`src/rtl/mri_pkg.sv`:
```
package mri_pkg;

	// Configuration port geometry
	localparam int CFG_IDX_W  = 2;
	localparam int CFG_DATA_W = 8;

	// Register indexes
	localparam logic [CFG_IDX_W-1:0] CFG_STARTED   = 2'd0;
	localparam logic [CFG_IDX_W-1:0] CFG_T2_TICKS  = 2'd1;
	localparam logic [CFG_IDX_W-1:0] CFG_T3_TENTHS = 2'd2;

	// Field and counter widths
	localparam int SPEED_W   = 16;
	localparam int OFF_CNT_W = 12;
	localparam int ON_CNT_W  = 8;

	// Off-wait is programmed in tenths of the tick count
	localparam logic [OFF_CNT_W-1:0] OFF_WAIT_SCALE = 12'd10;

	// Two-bit two's complement sign
	typedef enum logic [1:0] {
		SIGN_ZERO = 2'd0,
		SIGN_POS  = 2'd1,
		SIGN_NEG  = 2'd3
	} sign_t;

	// One result beat
	typedef struct packed {
		logic supply_on;
		logic direction_forward;
		logic busy_res;
	} res_t;

endpackage

```
`src/rtl/mri_seq.sv`:
```
module mri_seq (
	input  logic                                clk,
	input  logic                                arst_n,
	input  logic                                wr_en,
	input  logic [mri_pkg::CFG_IDX_W-1:0]       wr_index,
	input  logic [mri_pkg::CFG_DATA_W-1:0]      wr_data,
	input  logic                                accept,
	input  logic                                kind,
	input  logic signed [mri_pkg::SPEED_W-1:0]  speed,
	output mri_pkg::res_t                       res
);

	typedef enum logic [2:0] {
		PH_INIT     = 3'd1,
		PH_MONITOR  = 3'd2,
		PH_OFFWAIT  = 3'd3,
		PH_SETDIR   = 3'd4,
		PH_ONWAIT   = 3'd5,
		PH_SUPPLYON = 3'd6
	} phase_t;

	// Configuration
	logic                                started_q;
	logic [mri_pkg::ON_CNT_W-1:0]        t2_q;
	logic [mri_pkg::CFG_DATA_W-1:0]      t3_q;

	// Sequencer state
	phase_t                              phase_q, phase_d;
	mri_pkg::sign_t                      req_sign_q, req_sign_d;
	mri_pkg::sign_t                      run_sign_q, run_sign_d;
	logic [mri_pkg::OFF_CNT_W-1:0]       off_cnt_q, off_cnt_d;
	logic [mri_pkg::ON_CNT_W-1:0]        on_cnt_q, on_cnt_d;
	logic                                supply_q, supply_d;
	logic                                dir_q, dir_d;

	logic [mri_pkg::OFF_CNT_W-1:0]       off_load;
	logic                                on_wait_done;

	assign off_load = {{(mri_pkg::OFF_CNT_W-mri_pkg::CFG_DATA_W){1'b0}}, t3_q}
		* mri_pkg::OFF_WAIT_SCALE;

	// Next state for one beat; expired waits fall through in the same tick
	always_comb begin
		phase_d      = phase_q;
		req_sign_d   = req_sign_q;
		run_sign_d   = run_sign_q;
		off_cnt_d    = off_cnt_q;
		on_cnt_d     = on_cnt_q;
		supply_d     = supply_q;
		dir_d        = dir_q;
		on_wait_done = 1'b0;

		if (!kind) begin
			if (speed == '0)
				req_sign_d = mri_pkg::SIGN_ZERO;
			else if (speed[mri_pkg::SPEED_W-1])
				req_sign_d = mri_pkg::SIGN_NEG;
			else
				req_sign_d = mri_pkg::SIGN_POS;
		end else if (started_q) begin
			unique case (phase_q)
				PH_INIT: begin
					phase_d  = PH_MONITOR;
					supply_d = 1'b0;
				end
				PH_MONITOR: begin
					if (run_sign_q != req_sign_q) begin
						run_sign_d = req_sign_q;
						phase_d    = PH_OFFWAIT;
						off_cnt_d  = off_load;
						on_cnt_d   = t2_q;
						supply_d   = 1'b0;
					end
				end
				PH_OFFWAIT, PH_SETDIR: begin
					if (phase_q == PH_OFFWAIT && off_cnt_q != '0) begin
						off_cnt_d = off_cnt_q - 1'b1;
					end else begin
						// set direction, then on to the on-wait, or back to monitor for a zero sign
						dir_d = (run_sign_q == mri_pkg::SIGN_POS);
						if (run_sign_q == mri_pkg::SIGN_ZERO)
							phase_d = PH_MONITOR;
						else
							on_wait_done = 1'b1;
					end
				end
				PH_ONWAIT: on_wait_done = 1'b1;
				PH_SUPPLYON: begin
					supply_d = 1'b1;
					phase_d  = PH_MONITOR;
				end
				default: ;
			endcase

			// on-wait step, shared by direct entry and fall-through
			if (on_wait_done) begin
				if (on_cnt_q != '0) begin
					on_cnt_d = on_cnt_q - 1'b1;
					phase_d  = PH_ONWAIT;
				end else begin
					supply_d = 1'b1;
					phase_d  = PH_MONITOR;
				end
			end
		end
	end

	assign res.supply_on         = supply_d;
	assign res.direction_forward = dir_d;
	assign res.busy_res          = (phase_d != PH_MONITOR);

	// State and configuration registers
	always_ff @(posedge clk or negedge arst_n) begin
		if (!arst_n) begin
			started_q  <= 1'b0;
			t2_q       <= '0;
			t3_q       <= '0;
			phase_q    <= PH_INIT;
			req_sign_q <= mri_pkg::SIGN_ZERO;
			run_sign_q <= mri_pkg::SIGN_ZERO;
			off_cnt_q  <= '0;
			on_cnt_q   <= '0;
			supply_q   <= 1'b0;
			dir_q      <= 1'b0;
		end else begin
			// writing started as 1 sends the sequencer back to init
			if (wr_en && wr_index == mri_pkg::CFG_STARTED && wr_data[0])
				phase_q <= PH_INIT;
			else if (accept)
				phase_q <= phase_d;
			if (accept) begin
				req_sign_q <= req_sign_d;
				run_sign_q <= run_sign_d;
				off_cnt_q  <= off_cnt_d;
				on_cnt_q   <= on_cnt_d;
				supply_q   <= supply_d;
				dir_q      <= dir_d;
			end
			if (wr_en) begin
				unique case (wr_index)
					mri_pkg::CFG_STARTED:   started_q <= wr_data[0];
					mri_pkg::CFG_T2_TICKS:  t2_q <= wr_data;
					mri_pkg::CFG_T3_TENTHS: t3_q <= wr_data;
					default: ;
				endcase
			end
		end
	end

endmodule

```
`src/rtl/mri_out.sv`:
```
module mri_out (
	input  logic          clk,
	input  logic          arst_n,
	input  logic          in_valid,
	output logic          in_ready,
	output logic          accept,
	input  mri_pkg::res_t res,
	output logic          out_valid,
	input  logic          out_ready,
	output mri_pkg::res_t res_out
);

	logic          valid_s1;
	mri_pkg::res_t res_s1;

	// Take a new beat whenever the result slot is empty or draining
	assign in_ready = !valid_s1 || out_ready;
	assign accept   = in_valid && in_ready;

	always_ff @(posedge clk or negedge arst_n) begin
		if (!arst_n) begin
			valid_s1 <= 1'b0;
		end else if (in_ready) begin
			valid_s1 <= in_valid;
		end
	end

	always_ff @(posedge clk) begin
		if (accept)
			res_s1 <= res;
	end

	assign out_valid = valid_s1;
	assign res_out   = res_s1;

endmodule

```
`src/rtl/motor_reversal_interlock_core.sv`:
```
// A result beat appears in the cycle after its input beat is accepted.
// Throughput: one beat per cycle while out_ready is high; the result register frees as it is read.
// The sequencer next state is one pass of compare/decrement logic per beat.
// arst_n clears config, sequencer (init phase, zero signs/counters, outputs
// low) and the result valid bit; the block takes beats right after reset.
module motor_reversal_interlock_core (
	input  logic                                clk,
	input  logic                                arst_n,
	input  logic                                wr_en,
	input  logic [mri_pkg::CFG_IDX_W-1:0]       wr_index,
	input  logic [mri_pkg::CFG_DATA_W-1:0]      wr_data,
	input  logic                                in_valid,
	output logic                                in_ready,
	input  logic                                kind,
	input  logic signed [mri_pkg::SPEED_W-1:0]  speed,
	output logic                                out_valid,
	input  logic                                out_ready,
	output logic                                supply_on,
	output logic                                direction_forward,
	output logic                                busy_res
);

	logic          accept;
	mri_pkg::res_t res_next;
	mri_pkg::res_t res_out;

	mri_seq u_seq (
		.clk      (clk),
		.arst_n   (arst_n),
		.wr_en    (wr_en),
		.wr_index (wr_index),
		.wr_data  (wr_data),
		.accept   (accept),
		.kind     (kind),
		.speed    (speed),
		.res      (res_next)
	);

	mri_out u_out (
		.clk       (clk),
		.arst_n    (arst_n),
		.in_valid  (in_valid),
		.in_ready  (in_ready),
		.accept    (accept),
		.res       (res_next),
		.out_valid (out_valid),
		.out_ready (out_ready),
		.res_out   (res_out)
	);

	assign supply_on         = res_out.supply_on;
	assign direction_forward = res_out.direction_forward;
	assign busy_res          = res_out.busy_res;

endmodule

```
`config.mk`:
```
export PLATFORM = sky130hd
export DESIGN_NAME = motor_reversal_interlock_core
export DESIGN_NICKNAME = d
export VERILOG_FILES = /design/src/rtl/mri_pkg.sv /design/src/rtl/mri_seq.sv /design/src/rtl/mri_out.sv /design/src/rtl/motor_reversal_interlock_core.sv
export SDC_FILE = /design/constraint.sdc
export NUM_CORES = 1
export LEC_CHECK = 0
export ABC_CLOCK_PERIOD_IN_PS = 5430
export BUFFER_PORTS_ARGS = -buffer_cell sky130_fd_sc_hd__buf_2
export CORE_AREA = 2 2 94 60
export DETAILED_ROUTE_END_ITERATION = 8
export DIE_AREA = 0 0 96 62
export PLACE_DENSITY = 0.9
export SETUP_SLACK_MARGIN = 0.3
export SLEW_MARGIN = 20
export SYNTH_ARGS = -nofsm -noshare
export SYNTH_HDL_FRONTEND = slang
export SYNTH_SLANG_ARGS = --single-unit
```
`constraint.sdc`:
```
create_clock -name clk -period 5.43 [get_ports clk]
set_clock_uncertainty 0.1 [all_clocks]
set_input_delay 1.086 -clock clk [delete_from_list [all_inputs] [get_ports clk]]
set_output_delay 1.086 -clock clk [all_outputs]
set_load 0.01 [all_outputs]
```
==> impl_metrics.tcl <==
set metrics [dict create \
    wl_per_cell_um 17.1 \
    routed.top_layer "met4" \
    tightestPinTransition_ns 0.923 \
    yosys.area.top_type "dfrtp_1" \
    synthFlopType "dfrtp_1" \
    syn-cell-area_um2 2950 \
    worstRegToRegCells 6 \
    grt_max_degree 48 \
    status "finished clean" \
    path_cells "buf_2, nand2_1, nor3_2, nand2_1, a21oi_1, o21ai_0, a22o_2" \
    io_pins 37 \
    start_util_pct 56.4 \
    die-area_um2 5950 \
    hold_depth 2 \
    dr_wl_met2_um 3170 \
    wirelength_um 7070 \
    synth-xor-area-share_pct 1.78 \
    max_slew_margin_pct 37.9 \
    holdBufCountCts 0 \
    h-tree-depth 2 \
    setup_violations 0 \
    die_w_um 96 \
    worstSetupEndpointType "register" \
    synth_top_family_by_area "simple AND/OR/NAND/NOR gates" \
    synth_area_leaders "dfrtp_1, mux2_2, ha_1" \
    ys_seq_elements 50 \
    layout.filler_cells 435 \
    clk_latency_ns 0.32 \
    rows 21 \
    ir_worst_vdd_v 0.000195 \
    avgSynthCellArea_um2 9.61 \
    yosys.area_share.adder_pct 6.61 \
    synth-compound-area-share_pct 19.7 \
    power_leakage_nw 1.46 \
    r2r-start "u_seq.phase_q[0]$_DFFE_PN1P_" \
    hold_path_class "register to register" \
    startpoint "kind" \
    crit_top_cell "nand2_1" \
    drive_gt1_share_pct 22.6 \
    tritoncts "built" \
    root_buffer "clkbuf_8" \
    tns_ns 0 \
    total_power_mw 1.40 \
    crit_path_start_kind "primary input" \
    slew_viol_final 0 \
    vias_per_cell 6.24 \
    max_stage_delay_ns 0.62 \
    crit_family "compound AO/OA/AOI/OAI gates" \
    period_share_pct 57.1 \
    dr.pass1.iters 5 \
    slowest_stage "nor3_2" \
    final_nets 391 \
    hpwl_um 5090 \
    synth_edf_count 3 \
    critPathRequiredTime_ns 5.54 \
    path_clk_slew_ns 0.11 \
    fmaxAchievable_ghz 0.322 \
    r2r_slack_ns 2.59 \
    grt_pass1_wl_um 11100 \
    yosys.area_share.simple_pct 20.3 \
    critPathArrivalTime_ns 3.21 \
    holdPathEnd "u_seq.on_cnt_q[7]$_DFFE_PN0P_" \
    numPortBuffers 36 \
    synthMuxAreaShare_pct 6.49 \
    synth_warnings 0 \
    grt_usage_pct 25.1 \
    diodes 0 \
    p_per_area_nw_per_um2 425 \
    min_period_ns 3.10 \
    core_area_um2 5230 \
    gp_congestion 0.927 \
    grt_pass1_vias 2268 \
    cts_buffers 5 \
    grt-ovfl-total 0 \
    cp_max_fo 12 \
    async_flop_share_pct 94.0 \
    cts.repair.resized 0 \
    rsz0062_at_grt "no" \
    yosysMostFrequentCell "dfrtp_1" \
    synthTopCellsByCount "dfrtp_1, nand2_1, o21ai_0" \
    clockBufferDepth 2 \
    path_class "primary input to register" \
    num_vias 2583 \
    r2r_end "u_out.res_out[0]$_DFFE_PP_" \
    wirelength_met1_um 3340 \
    cts_sinks 50 \
    syn-instance-count 307 \
    synth_top_cell_area_share_pct 39.0 \
    die_h_um 62 \
    yosysSeqAreaShare_pct 42.9 \
    drt-initial-drc-count 195 \
    drc 0 \
    antenna_left 0 \
    hold_viol 0 \
    routed-wl-met3_um 448 \
    min_from "u_seq.t2_q[7]$_DFFE_PN0P_" \
    area_growth_syn_to_layout_pct 11.4 \
    critPathBufInv 1 \
    max_cap_viol_count 0 \
    ys_types 59 \
    syn_nets 354 \
    cts_setup_buffers 0 \
    antenna_found_initial 0 \
]
==> stage by stage <==
step / hold WS, ns / cells / utilization (%) / cell area (um^2) / setup WS [ns]
2_1_floorplan: 0.343 / 307 / - / 2950 / 2.82
3_3_place_gp: 0.380 / 406 / 61.1 / 3190 / 2.16
3_5_place_dp: 0.385 / 406 / 61.1 / 3190 / 2.04
4_1_cts: 0.413 / 414 / 62.8 / 3290 / 2.37
5_1_grt: 0.428 / 414 / 62.9 / 3290 / 2.11
6_report: 0.421 / 414 / 62.9 / 3290 / 2.33
==> power by group <==
group	leakage (nW)	total, mW	internal, mW	switching (mW)
clock network	0.0451	0.232	0.0929	0.139
logic	0.805	0.556	0.244	0.312
registers	0.611	0.610	0.481	0.129
total	1.46	1.40	0.818	0.580
==> state kept, by name, indices dropped and copies added (netlist names) <==
signal,flops
u_seq.dir_q,1
u_out.out_valid,1
u_seq.t3_q,8
u_out.res_out,3
u_seq.phase_q,3
u_seq.on_cnt_q,8
u_seq.off_cnt_q,12
u_seq.req_sign_q,2
u_seq.run_sign_q,2
u_seq.supply_q,1
u_seq.started_q,1
u_seq.t2_q,8
==> routing by layer <==
layer	up-vias	global-route usage (%)
met5	-	0
met4	0	8.78
met2	114	37.2
li1	1204	-
met1	1250	36.9
met3	15	5.19
==> placed cells by master (no fill, tap or decap), drive strengths merged, types with 6 or more instances in the layout <==
cell type  count
nor2          26
a21oi         21
dfrtp         46
o21ai         31
nand3         12
nor4           6
ha            14
nor3          13
nand2         34
mux2          17
inv           13
buf           36
==> area by class of cell <==
class                      instances  area [um^2]  share of cell area [%]
timing repair buffer              36          183                    5.56
multi-input combinational        240         1620                    49.2
inverter                          11         41.3                    1.26
clock buffer                       5         68.8                    2.09
tap                               69         86.3                    2.63
clock inverter                     3         22.5                   0.685
sequential                        50         1270                    38.5
==> cells by family after synthesis <==
logic type	after synthesis
AOI/OAI and AO/OA	89
xor gates and xnor gates	6
and+or+nand+nor	113
adders and majority gates	15
muxes	17
DFF	50
buffers and inverters	17
==> tightest hold or removal path, stage by stage, from the launching register on <==
cell and delay, ns:
dfrtp_1 0.37, nand2_1 0.06, nand3_1 0.06
==> how the worst max path moves through the flow <==
stage	to	slack (ns)	cells past startpoint
4_1_cts	u_seq.off_cnt_q[8]$_DFFE_PN0P_	2.37	7
5_1_grt	u_seq.off_cnt_q[9]$_DFFE_PN0P_	2.11	7
6_report	u_seq.off_cnt_q[8]$_DFFE_PN0P_	2.33	7
3_5_place_dp	u_seq.off_cnt_q[8]$_DFFE_PN0P_	2.04	7
2_1_floorplan	in_ready	2.82	2
3_3_place_gp	u_seq.off_cnt_q[8]$_DFFE_PN0P_	2.16	7
No activity file was read; power rests on OpenSTA's default activity.
